`config.mk`:
```
export PLATFORM = sky130hd
export DESIGN_NAME = roi_thresholded_weighted_centroid
export DESIGN_NICKNAME = d
export VERILOG_FILES = /design/src/design/rtwc_pkg.sv /design/src/design/roi_thresholded_weighted_centroid.sv /design/src/design/rtwc_div.sv /design/src/design/rtwc_ctrl.sv /design/src/design/rtwc_dp.sv
export VERILOG_INCLUDE_DIRS = /design/src /design/src/design
export SDC_FILE = /design/constraint.sdc
export NUM_CORES = 1
export LEC_CHECK = 0
export BUFFER_PORTS_ARGS = -buffer_cell sky130_fd_sc_hd__clkbuf_2
export CORE_MARGIN = 2
export CORE_UTILIZATION = 35
export CTS_CLUSTER_SIZE = 25
export DETAILED_ROUTE_END_ITERATION = 12
export HOLD_SLACK_MARGIN = 0.03
export SYNTH_ARGS = -nofsm -noshare
export SYNTH_HDL_FRONTEND = slang
export SYNTH_SLANG_ARGS = --single-unit
```
`constraint.sdc`:
```
create_clock -name clk_i -period 9.1 [get_ports clk_i]
set_clock_uncertainty 0.1 [all_clocks]
set_input_delay 1.82 -clock clk_i [delete_from_list [all_inputs] [get_ports clk_i]]
set_output_delay 1.82 -clock clk_i [all_outputs]
set_load 0.03 [all_outputs]
```
`src/design/roi_thresholded_weighted_centroid_assert.svh`:
```
// ----------------------------------------------------------------------------
// Assertion macros for the centroid block
// Shared concurrent assertion forms, clocked on clk_i and idle in reset.
// ----------------------------------------------------------------------------
`ifndef ROI_THRESHOLDED_WEIGHTED_CENTROID_ASSERT_SVH
`define ROI_THRESHOLDED_WEIGHTED_CENTROID_ASSERT_SVH

// same-cycle implication
`define RTWC_ASSERT_IMPL(label, ante, cons, msg) \
  label: assert property (@(posedge clk_i) disable iff (!rst_ni) \
    (ante) |-> (cons)) else $error(msg);

// next-cycle implication
`define RTWC_ASSERT_NEXT(label, ante, cons, msg) \
  label: assert property (@(posedge clk_i) disable iff (!rst_ni) \
    (ante) |=> (cons)) else $error(msg);

`endif

```
`src/design/rtwc_pkg.sv`:
```
// ----------------------------------------------------------------------------
// rtwc_pkg
// Widths, register indexes and controller/datapath interface types.
// ----------------------------------------------------------------------------
`timescale 1ns / 1ps

package rtwc_pkg;

  localparam int MaxWidth  = 512;
  localparam int MaxHeight = 512;
  localparam int FracBits  = 8;

  localparam int ColW  = $clog2(MaxWidth);
  localparam int RowW  = $clog2(MaxHeight);
  localparam int PixW  = 8;
  localparam int SumW  = 27;
  localparam int MomW  = 36;
  localparam int CntW  = 19;
  localparam int OSumW = 26;
  localparam int CentW = 17;
  localparam int DimW  = 10;
  localparam int OffW  = 9;
  localparam int CfgDataW = 10;
  localparam int CfgIdxW  = 4;

  localparam int DivW     = MomW + FracBits;
  localparam int DivCntW  = $clog2(DivW);

  localparam int OutBits   = 2 * CentW + OSumW + CntW;
  localparam int OutTdataW = ((OutBits + 7) / 8) * 8;

  localparam logic [CfgIdxW-1:0] CfgImageWidth  = CfgIdxW'(0);
  localparam logic [CfgIdxW-1:0] CfgImageHeight = CfgIdxW'(1);
  localparam logic [CfgIdxW-1:0] CfgRoiEnable   = CfgIdxW'(2);
  localparam logic [CfgIdxW-1:0] CfgRoiLeft     = CfgIdxW'(3);
  localparam logic [CfgIdxW-1:0] CfgRoiTop      = CfgIdxW'(4);
  localparam logic [CfgIdxW-1:0] CfgRoiWidth    = CfgIdxW'(5);
  localparam logic [CfgIdxW-1:0] CfgRoiHeight   = CfgIdxW'(6);
  localparam logic [CfgIdxW-1:0] CfgThreshold   = CfgIdxW'(7);

  typedef struct packed {
    logic pix_en;
    logic pix_last;
    logic div_start;
    logic out_load;
  } rtwc_cmd_t;

  typedef struct packed {
    logic div_busy;
    logic out_free;
  } rtwc_sts_t;

endpackage

```
`src/design/roi_thresholded_weighted_centroid.sv`:
```
// ----------------------------------------------------------------------------
// roi_thresholded_weighted_centroid
// Intensity-weighted centroid of thresholded pixels inside a region of interest.
// ----------------------------------------------------------------------------
// Pixels are taken one per clock in raster order while a frame streams in;
// the block keeps its own column and row position. The pixel with tlast set
// ends the frame: input ready then drops while the controller launches the
// two bit-serial restoring dividers that form the column and row quotients in
// parallel, waits until it sees them finish and moves the result into the
// output register once that register is free, and the first pixel of the next
// frame is taken in the cycle after that hand-off.
// The output register holds the result until it is taken, so the next frame
// streams in while it waits; only the hand-off of the next result stalls
// behind an untaken one. The user must write registers only while no frame
// is in flight and no result is being computed; the block does not enforce it.
`timescale 1ns / 1ps

module roi_thresholded_weighted_centroid (
  input  logic                          clk_i,
  input  logic                          rst_ni,
  // config write channel
  input  logic                          cfg_valid_i,
  output logic                          cfg_ready_o,
  input  logic [rtwc_pkg::CfgIdxW-1:0]  cfg_index_i,
  input  logic [rtwc_pkg::CfgDataW-1:0] cfg_data_i,
  // pixel stream
  input  logic                          s_axis_tvalid,
  output logic                          s_axis_tready,
  input  logic [7:0]                    s_axis_tdata,  // [7:0] pixel_value
  input  logic                          s_axis_tlast,  // frame_last
  // result stream
  output logic                          m_axis_tvalid,
  input  logic                          m_axis_tready,
  // [16:0] centroid_col, [33:17] centroid_row, [59:34] intensity_sum,
  // [78:60] pixel_area, [79] zero
  output logic [rtwc_pkg::OutTdataW-1:0] m_axis_tdata,
  output logic                          m_axis_tuser   // centroid_valid
);
  import rtwc_pkg::*;

  rtwc_cmd_t cmd;
  rtwc_sts_t sts;

  assign cfg_ready_o = 1'b1;

  rtwc_ctrl u_ctrl (
    .clk_i         (clk_i),
    .rst_ni        (rst_ni),
    .s_axis_tvalid (s_axis_tvalid),
    .s_axis_tlast  (s_axis_tlast),
    .s_axis_tready (s_axis_tready),
    .sts_i         (sts),
    .cmd_o         (cmd)
  );

  rtwc_dp u_dp (
    .clk_i         (clk_i),
    .rst_ni        (rst_ni),
    .cmd_i         (cmd),
    .sts_o         (sts),
    .cfg_we_i      (cfg_valid_i & cfg_ready_o),
    .cfg_index_i   (cfg_index_i),
    .cfg_data_i    (cfg_data_i),
    .pix_i         (s_axis_tdata[PixW-1:0]),
    .m_axis_tvalid (m_axis_tvalid),
    .m_axis_tready (m_axis_tready),
    .m_axis_tdata  (m_axis_tdata),
    .m_axis_tuser  (m_axis_tuser)
  );

endmodule

```
`src/design/rtwc_div.sv`:
```
// ----------------------------------------------------------------------------
// rtwc_div
// Restoring divider, one quotient bit per cycle; quotient saturates to CentW.
// ----------------------------------------------------------------------------
`timescale 1ns / 1ps

module rtwc_div (
  input  logic                      clk_i,
  input  logic                      rst_ni,
  input  logic                      start_i,
  input  logic [rtwc_pkg::MomW-1:0] moment_i,
  input  logic [rtwc_pkg::SumW-1:0] divisor_i,
  output logic                      busy_o,
  output logic [rtwc_pkg::CentW-1:0] quot_o
);
  import rtwc_pkg::*;

  logic [DivW-1:0]    num_q, num_d;
  logic [SumW:0]      rem_q, rem_d;
  logic [SumW-1:0]    den_q;
  logic [DivCntW-1:0] cnt_q;
  logic               busy_q;

  logic [SumW:0]   rem_sh;
  logic [SumW+1:0] diff;
  logic            ge;

  always_comb begin
    rem_sh = {rem_q[SumW-1:0], num_q[DivW-1]};
    diff   = {1'b0, rem_sh} - {2'b00, den_q};
    ge     = ~diff[SumW+1];
    rem_d  = ge ? diff[SumW:0] : rem_sh;
    num_d  = {num_q[DivW-2:0], ge};
  end

  always_ff @(posedge clk_i or negedge rst_ni) begin
    if (!rst_ni) begin
      busy_q <= 1'b0;
      cnt_q  <= '0;
    end else if (start_i) begin
      busy_q <= 1'b1;
      cnt_q  <= '0;
    end else if (busy_q) begin
      cnt_q <= cnt_q + 1'b1;
      if (cnt_q == DivCntW'(DivW - 1)) begin
        busy_q <= 1'b0;
      end
    end
  end

  always_ff @(posedge clk_i) begin
    if (start_i) begin
      num_q <= DivW'(moment_i) << FracBits;
      rem_q <= '0;
      den_q <= divisor_i;
    end else if (busy_q) begin
      num_q <= num_d;
      rem_q <= rem_d;
    end
  end

  assign busy_o = busy_q;
  assign quot_o = (|num_q[DivW-1:CentW]) ? {CentW{1'b1}} : num_q[CentW-1:0];

endmodule

```
`src/design/rtwc_ctrl.sv`:
```
// ----------------------------------------------------------------------------
// rtwc_ctrl
// Frame sequencer: pixel intake, divide launch and result hand-off.
// ----------------------------------------------------------------------------
`timescale 1ns / 1ps
`include "roi_thresholded_weighted_centroid_assert.svh"

module rtwc_ctrl (
  input  logic                  clk_i,
  input  logic                  rst_ni,
  input  logic                  s_axis_tvalid,
  input  logic                  s_axis_tlast,
  output logic                  s_axis_tready,
  input  rtwc_pkg::rtwc_sts_t   sts_i,
  output rtwc_pkg::rtwc_cmd_t   cmd_o
);
  import rtwc_pkg::*;

  localparam logic [1:0] StRun   = 2'd0;
  localparam logic [1:0] StStart = 2'd1;
  localparam logic [1:0] StDiv   = 2'd2;
  localparam logic [1:0] StLoad  = 2'd3;

  logic [1:0] state_q, state_d;

  always_comb begin
    state_d        = state_q;
    s_axis_tready  = (state_q == StRun);
    cmd_o          = '0;
    cmd_o.pix_en   = s_axis_tvalid & s_axis_tready;
    cmd_o.pix_last = s_axis_tlast;
    case (state_q)
      StRun: begin
        if (cmd_o.pix_en && s_axis_tlast) begin
          state_d = StStart;
        end
      end
      StStart: begin
        // accumulators now include the last pixel
        cmd_o.div_start = 1'b1;
        state_d         = StDiv;
      end
      StDiv: begin
        if (!sts_i.div_busy) begin
          state_d = StLoad;
        end
      end
      StLoad: begin
        if (sts_i.out_free) begin
          cmd_o.out_load = 1'b1;
          state_d        = StRun;
        end
      end
      default: begin
        state_d = StRun;
      end
    endcase
  end

  always_ff @(posedge clk_i or negedge rst_ni) begin
    if (!rst_ni) begin
      state_q <= StRun;
    end else begin
      state_q <= state_d;
    end
  end

  `RTWC_ASSERT_NEXT(a_start_busy, cmd_o.div_start, sts_i.div_busy, "divider did not start")
  `RTWC_ASSERT_IMPL(a_busy_stall, sts_i.div_busy, !s_axis_tready, "pixel taken mid divide")
  `RTWC_ASSERT_IMPL(a_load_free, cmd_o.out_load, sts_i.out_free, "result overwritten")

endmodule

```
`src/design/rtwc_dp.sv`:
```
// ----------------------------------------------------------------------------
// rtwc_dp
// Config registers, raster counters, moment accumulators, dividers, output.
// ----------------------------------------------------------------------------
`timescale 1ns / 1ps
`include "roi_thresholded_weighted_centroid_assert.svh"

module rtwc_dp (
  input  logic                          clk_i,
  input  logic                          rst_ni,
  input  rtwc_pkg::rtwc_cmd_t           cmd_i,
  output rtwc_pkg::rtwc_sts_t           sts_o,
  input  logic                          cfg_we_i,
  input  logic [rtwc_pkg::CfgIdxW-1:0]  cfg_index_i,
  input  logic [rtwc_pkg::CfgDataW-1:0] cfg_data_i,
  input  logic [rtwc_pkg::PixW-1:0]     pix_i,
  output logic                          m_axis_tvalid,
  input  logic                          m_axis_tready,
  output logic [rtwc_pkg::OutTdataW-1:0] m_axis_tdata,
  output logic                          m_axis_tuser
);
  import rtwc_pkg::*;

  localparam int CmpW = DimW + 1;

  // configuration
  logic [DimW-1:0] img_w_q, img_h_q, roi_w_q, roi_h_q;
  logic [OffW-1:0] roi_left_q, roi_top_q;
  logic            roi_en_q;
  logic [PixW-1:0] thr_q;

  always_ff @(posedge clk_i or negedge rst_ni) begin
    if (!rst_ni) begin
      img_w_q    <= DimW'(320);
      img_h_q    <= DimW'(240);
      roi_en_q   <= 1'b0;
      roi_left_q <= '0;
      roi_top_q  <= '0;
      roi_w_q    <= '0;
      roi_h_q    <= '0;
      thr_q      <= '0;
    end else if (cfg_we_i) begin
      case (cfg_index_i)
        CfgImageWidth:  img_w_q    <= cfg_data_i[DimW-1:0];
        CfgImageHeight: img_h_q    <= cfg_data_i[DimW-1:0];
        CfgRoiEnable:   roi_en_q   <= cfg_data_i[0];
        CfgRoiLeft:     roi_left_q <= cfg_data_i[OffW-1:0];
        CfgRoiTop:      roi_top_q  <= cfg_data_i[OffW-1:0];
        CfgRoiWidth:    roi_w_q    <= cfg_data_i[DimW-1:0];
        CfgRoiHeight:   roi_h_q    <= cfg_data_i[DimW-1:0];
        CfgThreshold:   thr_q      <= cfg_data_i[PixW-1:0];
        default: ;
      endcase
    end
  end

  // region bounds, end clipped to the image
  logic [CmpW-1:0] x0, y0, x1, y1, x1_roi, y1_roi;

  always_comb begin
    x1_roi = CmpW'(roi_left_q) + CmpW'(roi_w_q);
    y1_roi = CmpW'(roi_top_q) + CmpW'(roi_h_q);
    if (roi_en_q) begin
      x0 = CmpW'(roi_left_q);
      y0 = CmpW'(roi_top_q);
      x1 = (x1_roi < CmpW'(img_w_q)) ? x1_roi : CmpW'(img_w_q);
      y1 = (y1_roi < CmpW'(img_h_q)) ? y1_roi : CmpW'(img_h_q);
    end else begin
      x0 = '0;
      y0 = '0;
      x1 = CmpW'(img_w_q);
      y1 = CmpW'(img_h_q);
    end
  end

  // raster position
  logic [ColW-1:0] col_q;
  logic [RowW-1:0] row_q;
  logic            col_wrap, row_wrap, hit;

  assign col_wrap = (CmpW'(col_q) + 1'b1 >= CmpW'(img_w_q)) ||
                    (col_q == ColW'(MaxWidth - 1));
  assign row_wrap = (CmpW'(row_q) + 1'b1 >= CmpW'(img_h_q)) ||
                    (row_q == RowW'(MaxHeight - 1));
  assign hit = (CmpW'(col_q) >= x0) && (CmpW'(col_q) < x1) &&
               (CmpW'(row_q) >= y0) && (CmpW'(row_q) < y1) && (pix_i > thr_q);

  always_ff @(posedge clk_i or negedge rst_ni) begin
    if (!rst_ni) begin
      col_q <= '0;
      row_q <= '0;
    end else if (cmd_i.pix_en) begin
      if (cmd_i.pix_last) begin
        col_q <= '0;
        row_q <= '0;
      end else if (col_wrap) begin
        col_q <= '0;
        row_q <= row_wrap ? '0 : row_q + 1'b1;
      end else begin
        col_q <= col_q + 1'b1;
      end
    end
  end

  // accumulators, each saturating at its own width
  logic [SumW-1:0] wt_q;
  logic [MomW-1:0] cmom_q, rmom_q;
  logic [CntW-1:0] hits_q;

  logic [ColW+PixW-1:0] cprod;
  logic [RowW+PixW-1:0] rprod;
  logic [SumW:0]        wt_sum;
  logic [MomW:0]        cmom_sum, rmom_sum;

  always_comb begin
    cprod    = (ColW+PixW)'(col_q) * (ColW+PixW)'(pix_i);
    rprod    = (RowW+PixW)'(row_q) * (RowW+PixW)'(pix_i);
    wt_sum   = {1'b0, wt_q} + (SumW+1)'(pix_i);
    cmom_sum = {1'b0, cmom_q} + (MomW+1)'(cprod);
    rmom_sum = {1'b0, rmom_q} + (MomW+1)'(rprod);
  end

  always_ff @(posedge clk_i or negedge rst_ni) begin
    if (!rst_ni) begin
      wt_q   <= '0;
      cmom_q <= '0;
      rmom_q <= '0;
      hits_q <= '0;
    end else if (cmd_i.out_load) begin
      wt_q   <= '0;
      cmom_q <= '0;
      rmom_q <= '0;
      hits_q <= '0;
    end else if (cmd_i.pix_en && hit) begin
      wt_q   <= wt_sum[SumW] ? {SumW{1'b1}} : wt_sum[SumW-1:0];
      cmom_q <= cmom_sum[MomW] ? {MomW{1'b1}} : cmom_sum[MomW-1:0];
      rmom_q <= rmom_sum[MomW] ? {MomW{1'b1}} : rmom_sum[MomW-1:0];
      hits_q <= (&hits_q) ? hits_q : hits_q + 1'b1;
    end
  end

  // column and row quotients run side by side
  logic             cdiv_busy, rdiv_busy;
  logic [CentW-1:0] ccent, rcent;

  rtwc_div u_div_col (
    .clk_i     (clk_i),
    .rst_ni    (rst_ni),
    .start_i   (cmd_i.div_start),
    .moment_i  (cmom_q),
    .divisor_i (wt_q),
    .busy_o    (cdiv_busy),
    .quot_o    (ccent)
  );

  rtwc_div u_div_row (
    .clk_i     (clk_i),
    .rst_ni    (rst_ni),
    .start_i   (cmd_i.div_start),
    .moment_i  (rmom_q),
    .divisor_i (wt_q),
    .busy_o    (rdiv_busy),
    .quot_o    (rcent)
  );

  // output register
  logic             out_vld_q, out_flag_q;
  logic [CentW-1:0] out_col_q, out_row_q;
  logic [OSumW-1:0] out_sum_q;
  logic [CntW-1:0]  out_area_q;
  logic             nonempty;

  assign nonempty = (wt_q != '0);

  always_ff @(posedge clk_i or negedge rst_ni) begin
    if (!rst_ni) begin
      out_vld_q <= 1'b0;
    end else if (cmd_i.out_load) begin
      out_vld_q <= 1'b1;
    end else if (m_axis_tready) begin
      out_vld_q <= 1'b0;
    end
  end

  always_ff @(posedge clk_i) begin
    if (cmd_i.out_load) begin
      out_flag_q <= nonempty;
      out_col_q  <= nonempty ? ccent : '0;
      out_row_q  <= nonempty ? rcent : '0;
      out_area_q <= nonempty ? hits_q : '0;
      if (!nonempty) begin
        out_sum_q <= '0;
      end else if (|wt_q[SumW-1:OSumW]) begin
        out_sum_q <= {OSumW{1'b1}};
      end else begin
        out_sum_q <= wt_q[OSumW-1:0];
      end
    end
  end

  assign m_axis_tvalid  = out_vld_q;
  assign m_axis_tuser   = out_flag_q;
  assign m_axis_tdata   = OutTdataW'({out_area_q, out_sum_q, out_row_q, out_col_q});
  assign sts_o.div_busy = cdiv_busy | rdiv_busy;
  assign sts_o.out_free = ~out_vld_q | m_axis_tready;

  `RTWC_ASSERT_NEXT(a_acc_clear, cmd_i.out_load, (wt_q == '0) && (hits_q == '0), "accumulators not cleared")
  `RTWC_ASSERT_IMPL(a_empty_zero, m_axis_tvalid && !m_axis_tuser, m_axis_tdata == '0, "empty frame result not zero")
  `RTWC_ASSERT_IMPL(a_valid_sum, m_axis_tvalid && m_axis_tuser, (out_sum_q != '0) && (out_area_q != '0), "valid centroid with empty sums")

endmodule

```
==> flow_summary.toml, run 1 <==
[floorplanning]
chipWidth_um = 302
placement_rows = 109
floorplan.die_area_um2 = 91400
initial_core_util = 0.353
fp.dieH_um = 302
boundaryPins = 112
coreArea_um2 = 88200

[synthesis]
ys_dominant_reg_cell = "dfrtp_1"
synth-edff-count = 179
portion_of_the_post_synthesis_area_used_by_sequential_elements = 0.395
ys_types = 85
asyncSetResetFlopFracSynth = 0.469
synth.yosys.warnings = 0
synth_cells = 3123
synthesis.area_per_instance_um2 = 9.97
synth_seq_cells = 469
post_synthesis_net_count = 3525
total_standard_cell_area_after_synthesis_um2 = 31100

[pwr]
seqPwrFrac = 0.378
power_density_nw_per_um2 = 194
power_frac_comb = 0.276
power.internal_mw = 4.55
finalPower_mw = 6.70
clockPowerShare = 0.347
swShare = 0.322
power.leakage_nw = 15.3
vdd.ir_drop.worst_uv = 154
power.switching_mw = 2.16

[route]
drt-pass1-iter-count = 5
remaining_drc_errors = 0
postRouteWirelength_mm = 76.2
routed_vias_inst = 5.28
vias = 23015
detail_route.wl_per_cell_um = 17.5
initialDrtViolationCount = 1514
number_of_routed_nets_with_antenna_violations = 0

[hold_path]
holdPathEnd = "u_dp.u_div_row.rem_q[16]$_SDFFE_PP0P_"
hold_start = "u_dp.u_div_row.rem_q[16]$_SDFFE_PP0P_"
hold_class = "flop to flop"
whs_path_depth = 2

[cts]
cts.repair.resized = 0
clock_buffer_count_from_cts = 53
clock_sinks = 469
cts_tree = "done"
cts.clk_slew.worst_paths_ns = 0.06
postCtsSetupBuffers = 0
cts_hold_repair.buffers = 0
clk_root_buffer_cell = "clkbuf_16"
htree_num_levels = 2
clock_tree.buffer_depth = 3
clock_latency_ns = 0.64

[global_route]
grt_antenna_before_repair = 6
grt_pass1_vias = 22502
global_route.usage.total = 0.168
grt_max_degree = 145
grt_overflow_total = 0
grt_first_pass_wirelength_mm = 124

[placed_design]
placed_cells_incl_taps = 4260
hpwlAfterDp_mm = 54.4
port-buffer-count = 109
gp_routability_congestion = 0.841

[setup_path]
critical_path_peak_fanout = 69
timing.rr.end = "u_dp.rmom_q[26]$_DFFE_PN0P_"
critical_path_required_ns = 9.52
r2r_setup_slack_ns = 2.03
timing.critical_path.slowest_stage_cell = "or2_4"
worst-r2r-cell-count = 26
worst_setup_end_kind = "flop"
critical_path_buf_inv_count = 1
crit-reg2reg-launch = "u_dp.roi_top_q[0]$_DFFE_PN0P_"
critical_path.startpoint_type = "flop"
cp_top_family = "compound AO/OA/AOI/OAI gates"
crit_type = "flop to flop"
max_stage_delay_ns = 0.77
arrival_time_worst_endpoint_ns = 7.49

[timing]
post-route-min-period_ns = 7.07
timing_worst_slew_pin_value_ns = 1.04
hold_violations = 0
setup_total_negative_slack_ns = 0
maxClockFrequency_mhz = 142
post-route-period-util = 0.776
setup_viol = 0
final_max_slew_viol_count = 0
rsz0062_at_grt = "no"
maxSlewHeadroom = 0.301

[cells_and_area]
multi_input_comb_area_um2 = 17300
final_net_count = 3552
fin_util = 0.392
syn_to_final_growth_pct = 11.1
nFillCells = 8710
post_route_cells_drive_above_1_share = 0.108
finalNonFillerCells = 4360
register_area_um2 = 12300

[run]
cap_viol_max_count = 0

[outcome]
run_status = "finished, final reports clean"
-- cell usage after synthesis, types with 14 or more instances --
| cell type | instances | area, um2 |
|---|---|---|
| nor2_1 | 221 | 830 |
| a21oi_1 | 163 | 816 |
| xor2_1 | 43 | 377 |
| nand2_1 | 236 | 886 |
| nand2b_1 | 39 | 244 |
| xnor2_1 | 60 | 526 |
| nand3_1 | 61 | 305 |
| nand4_1 | 37 | 231 |
| inv_1 | 247 | 927 |
| and2_1 | 92 | 576 |
| mux2i_1 | 44 | 440 |
| nor3_1 | 75 | 375 |
| mux2_2 | 63 | 709 |
| dfxtp_1 | 70 | 1400 |
| o21a_1 | 57 | 428 |
| or3_1 | 23 | 144 |
| a31oi_1 | 24 | 150 |
| a22o_1 | 83 | 727 |
| edfxtp_1 | 179 | 5380 |
| and3_1 | 22 | 138 |
| clkbuf_1 | 125 | 469 |
| or2_2 | 34 | 213 |
| a21o_1 | 48 | 360 |
| nor4_1 | 28 | 175 |
| o211ai_1 | 16 | 120 |
| a211oi_1 | 82 | 616 |
| nor2b_1 | 16 | 100 |
| ha_1 | 255 | 3190 |
| o21ai_0 | 126 | 631 |
| buf_1 | 14 | 52.6 |
| dfrtp_1 | 214 | 5360 |
| fa_1 | 119 | 2380 |
| a311oi_1 | 33 | 289 |
-- cell families (layout without fill, tap and decap cells) --
group,after synthesis,count (layout),share of synthesized area
buf+inv,410,481,0.0516
mux,107,107,0.0369
xor+xnor,103,103,0.0290
compound gates,743,743,0.165
flops,469,469,0.395
simple gates,915,915,0.144
fa+ha+maj,374,374,0.179
other cells,2,3,0.000241
-- metal layers --
layer  global-route usage  wire length, um  share of wire
met5                    0               34        0.00045
met1                0.242            36900           0.48
met2                0.262            34000           0.45
met4               0.0407             1450          0.019
met3               0.0294             3860          0.051
-- worst reg2reg max path: stages, from the launching register on --
cell and delay (ns):
dfrtp_1 0.39, ha_1 0.23, fa_1 0.43, a211oi_1 0.25
nor2_1 0.10, o21a_1 0.18, nor2_1 0.11, xnor2_1 0.19
ha_1 0.31, o21ai_0 0.10, nor2_1 0.08, a2111oi_0 0.37
a21oi_1 0.16, nor3_4 0.49, a21oi_1 0.16, ha_1 0.34
and4_1 0.22, a41oi_1 0.12, o21a_1 0.15, o21a_1 0.12
a311o_1 0.33, o211a_1 0.24, o211ai_4 0.25, or2_4 0.78
buf_4 0.42, nor3_1 0.11, o221a_2 0.26
-- power by group through the flow --
stage	combinational, mW	clock (mW)	sequential, mW
4_1_cts	1.88	2.38	2.53
5_1_grt	2.12	2.45	2.55
3_5_place_dp	1.86	0	2.57
2_1_floorplan	1.43	0	2.50
3_3_place_gp	1.83	0	2.57
6_report	1.85	2.32	2.53
-- stage by stage --
stage	worst slack (ns)	hold WS, ns	instance area [um2]
after global routing	1.32	0.411	34600
after global placement	1.61	0.369	32700
after CTS	2.04	0.390	34600
final	2.03	0.383	34600
after floorplan	1.95	0.323	31100
after detailed placement	1.52	0.380	32700
-- sequential cells by signal, indices dropped and copies added, names as in the netlist, 8 cells and up --
register	cells
u_dp.u_div_col.num_q	44
u_dp.u_div_col.den_q	27
u_dp.out_row_q	17
u_dp.thr_q	8
u_dp.col_q	9
u_dp.img_h_q	10
u_dp.out_col_q	17
u_dp.wt_q	27
u_dp.roi_top_q	9
u_dp.u_div_row.rem_q	27
u_dp.hits_q	19
u_dp.roi_left_q	9
u_dp.rmom_q	36
u_dp.roi_h_q	10
u_dp.cmom_q	36
u_dp.row_q	9
u_dp.u_div_col.rem_q	27
u_dp.out_area_q	19
u_dp.u_div_row.num_q	44
u_dp.out_sum_q	26
u_dp.roi_w_q	10
u_dp.img_w_q	10
-- placed cells by master (no fill, tap or decap), types with 33 or more instances in the layout --
master / n
ha_1: 254
inv_1: 247
nand2_1: 236
nor2_1: 221
dfrtp_1: 212
edfxtp_1: 179
a21oi_1: 163
o21ai_0: 126
fa_1: 119
clkbuf_2: 108
and2_1: 92
a22o_1: 83
a211oi_1: 82
nor3_1: 75
dfxtp_1: 70
mux2_2: 63
nand3_1: 61
xnor2_1: 60
o21a_1: 57
clkbuf_16: 53
a21o_1: 48
mux2i_1: 44
xor2_1: 43
nand2b_1: 39
nand4_1: 37
or2_2: 34
a311oi_1: 33
-- final cells by class --
cell class / count / area share
inverter: 248 / 0.0270
sequential: 469 / 0.355
antenna: 1 / 0.0000723
tap: 1165 / 0.0421
timing repair buffer: 134 / 0.0222
clock buffer: 72 / 0.0421
multi-input combinational: 2244 / 0.499
clock inverter: 27 / 0.0120
-- how the worst max path moves through the flow --
stage                                             start                          end  slack, ns  depth (start not counted)
after floorplan                         s_axis_tdata[7]   u_dp.rmom_q[7]$_DFFE_PN0P_       1.95                         21
after global placement                  s_axis_tdata[7]  u_dp.rmom_q[30]$_DFFE_PN0P_       1.61                         18
after detailed placement                s_axis_tdata[1]  u_dp.cmom_q[25]$_DFFE_PN0P_       1.52                         20
after CTS                 u_dp.roi_top_q[0]$_DFFE_PN0P_   u_dp.rmom_q[5]$_DFFE_PN0P_       2.04                         26
after global routing      u_dp.roi_top_q[0]$_DFFE_PN0P_   u_dp.rmom_q[7]$_DFFE_PN0P_       1.32                         26
final                     u_dp.roi_top_q[0]$_DFFE_PN0P_  u_dp.rmom_q[26]$_DFFE_PN0P_       2.03                         26
Power figures use the tool's default switching activity.
==> inputs of run 2 (changes only) <==
--- a/config.mk
+++ b/config.mk
@@ -6,6 +6,7 @@
 export SDC_FILE = /design/constraint.sdc
 export NUM_CORES = 1
 export LEC_CHECK = 0
+export ABC_AREA = 1
 export BUFFER_PORTS_ARGS = -buffer_cell sky130_fd_sc_hd__clkbuf_2
 export CORE_MARGIN = 2
 export CORE_UTILIZATION = 35
==> constraint.sdc (replaced) <==
create_clock -name clk_i -period 7.1 [get_ports clk_i]
set_clock_uncertainty 0.1 [all_clocks]
set_input_delay 1.42 -clock clk_i [delete_from_list [all_inputs] [get_ports clk_i]]
set_output_delay 1.42 -clock clk_i [all_outputs]
set_load 0.03 [all_outputs]
==> run 2 against run 1 <==
  * Non-clock buffer count decreased by 7
  * Clock power increased by 32%
  * Routed wire length increased by 14%
  * Critical path depth decreased by 2
  * Combinational power increased to 4.9 times the previous value
  * Clock-buffer cell count increased by 2
  * Synthesized cell count increased by 31%
  * Worst setup slack got worse by 0.81 ns
  * Critical endpoint is now u_dp.cmom_q[12]$_DFFE_PN0P_
  * Largest cell class unchanged
  * Highest routed layer is now met4
==> flow_summary.toml, run 2 <==
[outcome]
run_status = "finished, final reports clean"

[synthesis]
synthesis.area_per_instance_um2 = 7.97
synth-edff-count = 179
synth.yosys.warnings = 0
yosys.area.top_type_share = 0.164
synth_seq_cells = 469
ys_types = 58
top_cell_type_by_total_area_after_synthesis = "edfxtp_1"
asyncSetResetFlopFracSynth = 0.469
total_standard_cell_area_after_synthesis_um2 = 32700
synth_cells = 4101
portion_of_the_post_synthesis_area_used_by_sequential_elements = 0.376
synth_commonest_cells = "nand2_1, inv_1, o21ai_0"
yosysMostFrequentCell = "nand2_1"
post_synthesis_net_count = 4503
synth_area_leaders = "edfxtp_1, dfrtp_1, nand2_1"
ys_dominant_reg_cell = "dfrtp_1"

[pwr]
clockPowerShare = 0.182
power_frac_comb = 0.536
finalPower_mw = 16.9
power.leakage_nw = 17.7
vdd.ir_drop.worst_uv = 301
power.internal_mw = 9.00
power_density_nw_per_um2 = 465
power.switching_mw = 7.90
seqPwrFrac = 0.282
swShare = 0.468

[setup_path]
critical_path.startpoint_type = "primary input"
critical_path_required_ns = 7.53
arrival_time_worst_endpoint_ns = 6.31
worst_setup_end_kind = "flop"
cp-startpoint = "s_axis_tdata[7]"
crit_type = "primary input to flop"
critical_path_peak_fanout = 20
crit-reg2reg-launch = "u_dp.roi_top_q[0]$_DFFE_PN0P_"

[route]
routed_vias_inst = 4.94
drt-pass1-iter-count = 6
remaining_drc_errors = 0
postRouteWirelength_mm = 86.5
number_of_routed_nets_with_antenna_violations = 0
detail_route.wl_per_cell_um = 15.9
vias = 26952
initialDrtViolationCount = 1723

[placed_design]
hpwlAfterDp_mm = 64.0
post_dp_cell_area_um2 = 34300
dpl_worst_slack_ns = 0.575
port-buffer-count = 109
gp_routability_congestion = 0.935
placed_cells_incl_taps = 5347

[floorplanning]
coreArea_um2 = 92900
chipWidth_um = 310
fp.dieH_um = 310
initial_core_util = 0.352
placement_rows = 112
boundaryPins = 112
floorplan.die_area_um2 = 95900

[cells_and_area]
fin_util = 0.391
mostFrequentLayoutCell = "nand2_1"
syn_to_final_growth_pct = 11.1
post_route_cells_drive_above_1_share = 0.0665
n_antenna_cell = 0
finalNonFillerCells = 5451
most-common-layout-cells = "nand2_1, inv_1, o21ai_0"
fin_area_um2 = 36300
biggestRegsByFlops = "u_dp.u_div_col.num_q (44), u_dp.u_div_row.num_q (44)"
final_net_count = 4552

[timing]
setup_total_negative_slack_ns = 0
post-route-min-period_ns = 5.88
final_max_slew_viol_count = 0
timing_worst_slew_pin_value_ns = 1.16
maxSlewHeadroom = 0.225
maxClockFrequency_mhz = 170
setup_viol = 0
hold_violations = 0
rsz0062_at_grt = "no"
post-route-period-util = 0.828
fin_ws_ns = 1.22
final.hold.worst_slack_ns = 0.355

[cts]
clock_sinks = 469
clock_latency_ns = 0.66
htree_num_levels = 2
cts_hold_repair.buffers = 0
clock_tree.buffer_depth = 3
clock_buffer_count_from_cts = 55
clk_root_buffer_cell = "clkbuf_16"
postCtsSetupBuffers = 0
cts_tree = "done"
cts.clk_slew.worst_paths_ns = 0.06
cts.repair.resized = 0

[global_route]
grt_pass1_vias = 26345
grt_first_pass_wirelength_mm = 140
grt_overflow_total = 0
grt_max_degree = 153
grt_antenna_before_repair = 1
global_route.usage.total = 0.182

[hold_path]
hold_start = "u_dp.wt_q[15]$_DFFE_PN0P_"
hold_class = "flop to flop"

[run]
cap_viol_max_count = 0
## run 2: changes by cell type in the layout (fill, tap and decap cells not counted), sizes merged, moves of 74 or more
cell,previous run,this run
inv,251,644
and2,93,3
a21oi,164,240
nand2,236,1053
a22o,83,9
nand3,61,147
o21ai,128,365
a211oi,84,4
## run 2: kinds of logic after synthesis
kind of cell	count (synthesis)	synth area share
xor+xnor	94	0.0252
simple gates	1610	0.204
other cells	2	0.000230
fa+ha+maj	374	0.170
buf+inv	781	0.0942
compound gates	771	0.130
flops	469	0.376
## run 2: per-layer routing
| layer | global-route usage | part of all wire |
|---|---|---|
| met5 | 0 | 0 |
| met4 | 0.0445 | 0.022 |
| met3 | 0.0248 | 0.045 |
| met2 | 0.305 | 0.46 |
| met1 | 0.248 | 0.47 |
## run 2: critical path: stages
cell      delay [ns]
clkbuf_2        0.40
nand2_1         0.15
fa_1            0.55
inv_1           0.05
fa_1            0.50
fa_1            0.52
fa_1            0.49
ha_1            0.38
a21o_1          0.21
a21oi_1         0.17
nor2_1          0.06
nor2_1          0.08
nand2_1         0.10
nand2_1         0.07
nand2_1         0.09
nand2_1         0.11
inv_2           0.04
nand2_1         0.12
nor2_2          0.08
inv_2           0.19
buf_4           0.25
nand3_1         0.10
nand2_1         0.08
o21ai_1         0.08
## run 2: final timing paths
check                                                endpoint  depth (start not counted)  slack, ns
max                               u_dp.cmom_q[12]$_DFFE_PN0P_                         24       1.22
max in group asynchronous          u_dp.cmom_q[9]$_DFFE_PN0P_                          2       4.95
min in group asynchronous         u_dp.img_h_q[3]$_DFFE_PN0P_                          1       0.63
min                        u_dp.u_div_col.den_q[15]$_DFFE_PP_                          0       0.35
max reg2reg                        u_dp.rmom_q[0]$_DFFE_PN0P_                         26       1.51
min reg2reg                u_dp.u_div_col.den_q[15]$_DFFE_PP_                          0       0.35
## run 2: cell type report
cell class,count,area [um2]
well taps,1254,1570
clock inverters,30,413
multi-input cells,2851,17300
inverters,646,2430
flip-flops and latches,469,12300
fillers,9520,56600
repair buffers,127,716
clock buffers,74,1550
## run 2: power groups by stage
| stage | Clock (mW) | Sequential (mW) | Combinational [mW] |
|---|---|---|---|
| 6_report | 3.07 | 4.76 | 9.06 |
| 5_1_grt | 3.25 | 4.88 | 10.4 |
| 4_1_cts | 3.15 | 4.77 | 9.13 |
| 3_5_place_dp | 0 | 4.81 | 9.07 |
| 3_3_place_gp | 0 | 4.80 | 8.95 |
| 2_1_floorplan | 0 | 4.89 | 6.48 |
==> inputs of run 3 (changes only) <==
==> constraint.sdc (replaced) <==
create_clock -name clk_i -period 5.5 [get_ports clk_i]
set_clock_uncertainty 0.1 [all_clocks]
set_input_delay 1.1 -clock clk_i [delete_from_list [all_inputs] [get_ports clk_i]]
set_output_delay 1.1 -clock clk_i [all_outputs]
set_load 0.03 [all_outputs]
==> run 3 against run 2 <==
  * Sequential share of layout area shrank 1.2 points
  * Routed wire length grew 1.0%
  * Die area is the same
  * Non-clock buffer count grew 128
  * Global-route usage shrank 0.086 points
  * Critical endpoint is now u_dp.rmom_q[27]$_DFFE_PN0P_
  * Largest cell class unchanged
==> flow_summary.toml, run 3 (synthesis gave the netlist of run 2 again) <==
[cts]
clock_tree.buffer_depth = 3
cts.clk_slew.worst_paths_ns = 0.06
clock_latency_ns = 0.69
htree_num_levels = 2
cts_tree = "done"
clk_root_buffer_cell = "clkbuf_16"
clock_buffer_count_from_cts = 56
clock_sinks = 469
cts_hold_repair.buffers = 0

[global_route]
grt_overflow_total = 0
global_route.usage.total = 0.181
grt_first_pass_wirelength_mm = 140
grt_max_degree = 86
grt_antenna_before_repair = 0
grt_pass1_vias = 26468

[timing]
fin_ws_ns = 0.401
post-route-min-period_ns = 5.10
final_max_slew_viol_count = 0
maxClockFrequency_mhz = 196
hold_violations = 0
timing_worst_slew_pin_value_ns = 1.18
setup_viol = 0
post-route-period-util = 0.927
rsz0062_at_grt = "no"
maxSlewHeadroom = 0.208

[setup_path]
crit_type = "primary input to flop"
arrival_time_worst_endpoint_ns = 5.52
critical_path.startpoint_type = "primary input"
critical_path_required_ns = 5.92
worst_setup_end_kind = "flop"
worst-r2r-cell-count = 27
critical_path_peak_fanout = 8

[cells_and_area]
nFillCells = 9400
fin_area_um2 = 37600
mostFrequentLayoutCell = "nand2_1"
final_net_count = 4681
syn_to_final_growth_pct = 15.2
most-common-layout-cells = "nand2_1, inv_1, o21ai_0"
fin_util = 0.405
n_antenna_cell = 0
post_route_cells_drive_above_1_share = 0.0971
biggestRegsByFlops = "u_dp.u_div_col.num_q (44), u_dp.u_div_row.num_q (44)"

[route]
routed_vias_inst = 4.89
postRouteWirelength_mm = 87.4
remaining_drc_errors = 0
number_of_routed_nets_with_antenna_violations = 0
initialDrtViolationCount = 1858
vias = 27286
detail_route.wl_per_cell_um = 15.7
drt-pass1-iter-count = 7

[outcome]
run_status = "finished, final reports clean"

[floorplanning]
coreArea_um2 = 92900
chipWidth_um = 310
fp.dieH_um = 310
placement_rows = 112
boundaryPins = 112
initial_core_util = 0.352
floorplan.die_area_um2 = 95900

[run]
cap_viol_max_count = 0

[placed_design]
hpwlAfterDp_mm = 64.5
dpl_worst_slack_ns = -0.219
port-buffer-count = 109
gp_routability_congestion = 0.903
post_dp_cell_area_um2 = 35500

[pwr]
power.leakage_nw = 18.4
power_density_nw_per_um2 = 592
vdd.ir_drop.worst_uv = 390

[hold_path]
hold_class = "primary input to async pin"
[run 3: cell count changes in the layout (fill, tap and decap cells not counted), moves of 4 or more]
| cell | before | now |
|---|---|---|
| buf_12 | 2 | 13 |
| ha_4 | 0 | 7 |
| clkbuf_16 | 57 | 61 |
| ha_1 | 254 | 247 |
| buf_4 | 16 | 129 |
[run 3: critical path, stage by stage]
cell and delay (ns):
clkbuf_2 0.22, buf_12 0.15, nand2_1 0.07, fa_1 0.56, inv_1 0.07, fa_1 0.51
fa_1 0.57, fa_1 0.46, ha_4 0.25, a21oi_1 0.16, o21ai_0 0.14, nand2_1 0.08
nand3_1 0.11, nand2_1 0.09, nand2_1 0.06, nand2_1 0.09, nand2_1 0.08, nand2_1 0.08
inv_1 0.05, nand2_1 0.09, inv_1 0.07, nand2_1 0.08, o21ai_1 0.06, a21oi_1 0.12
nor2_1 0.05, nand2_1 0.11, nand2_1 0.05
[run 3: final timing paths]
kind | startpoint | to | slack (ns)
max | s_axis_tdata[7] | u_dp.rmom_q[27]$_DFFE_PN0P_ | 0.40
min | rst_ni | u_dp.hits_q[15]$_DFFE_PN0P_ | 0.34
max reg2reg | u_dp.roi_top_q[0]$_DFFE_PN0P_ | u_dp.cmom_q[3]$_DFFE_PN0P_ | 0.41
min reg2reg | u_dp.wt_q[15]$_DFFE_PN0P_ | u_dp.u_div_col.den_q[15]$_DFFE_PP_ | 0.35
max in group asynchronous | rst_ni | u_dp.col_q[6]$_DFFE_PN0P_ | 3.69
min in group clk_i | u_dp.wt_q[15]$_DFFE_PN0P_ | u_dp.u_div_col.den_q[15]$_DFFE_PP_ | 0.35
[run 3: power breakdown]
group	switching [mW]	internal, mW	leakage (nW)
clock network	1.64	2.40	0.975
registers	0.805	5.30	5.38
logic	7.74	4.39	12.1
[run 3: repair_timing]
item                                    CTS  global route
gates resized for setup                   0            15
endpoints found under the setup margin    0           117
setup buffers                             0             2
[run 3: per-layer routing]
metal  vias to the layer above  routed length, um  track usage
li1                      13779                  -            -
met1                     12890              39800        0.238
met2                       489              41500        0.308
met3                       128               3220       0.0204
met4                         0               2870       0.0645
met5                         -                  0            0
[run 3: cell type report]
cell class | count | area [um2] | share of cell area
multi-input cells | 2851 | 17500 | 0.464
flip-flops and latches | 469 | 12300 | 0.327
inverters | 646 | 2430 | 0.0645
repair buffers | 255 | 1870 | 0.0498
clock buffers | 77 | 1610 | 0.0429
well taps | 1254 | 1570 | 0.0417
clock inverters | 29 | 417 | 0.0111
[run 3: stage by stage]
stage	hold WS, ns	power, mW	TNS (ns)	instances
finish	0.338	22.3	0	5581
global route	0.362	24.4	0	5581
CTS	0.350	22.4	0	5576
detailed placement	0.335	18.2	-6.61	5470
global placement	0.339	18.1	-2.54	5470
floorplan	0.325	14.8	-0.00247	4101
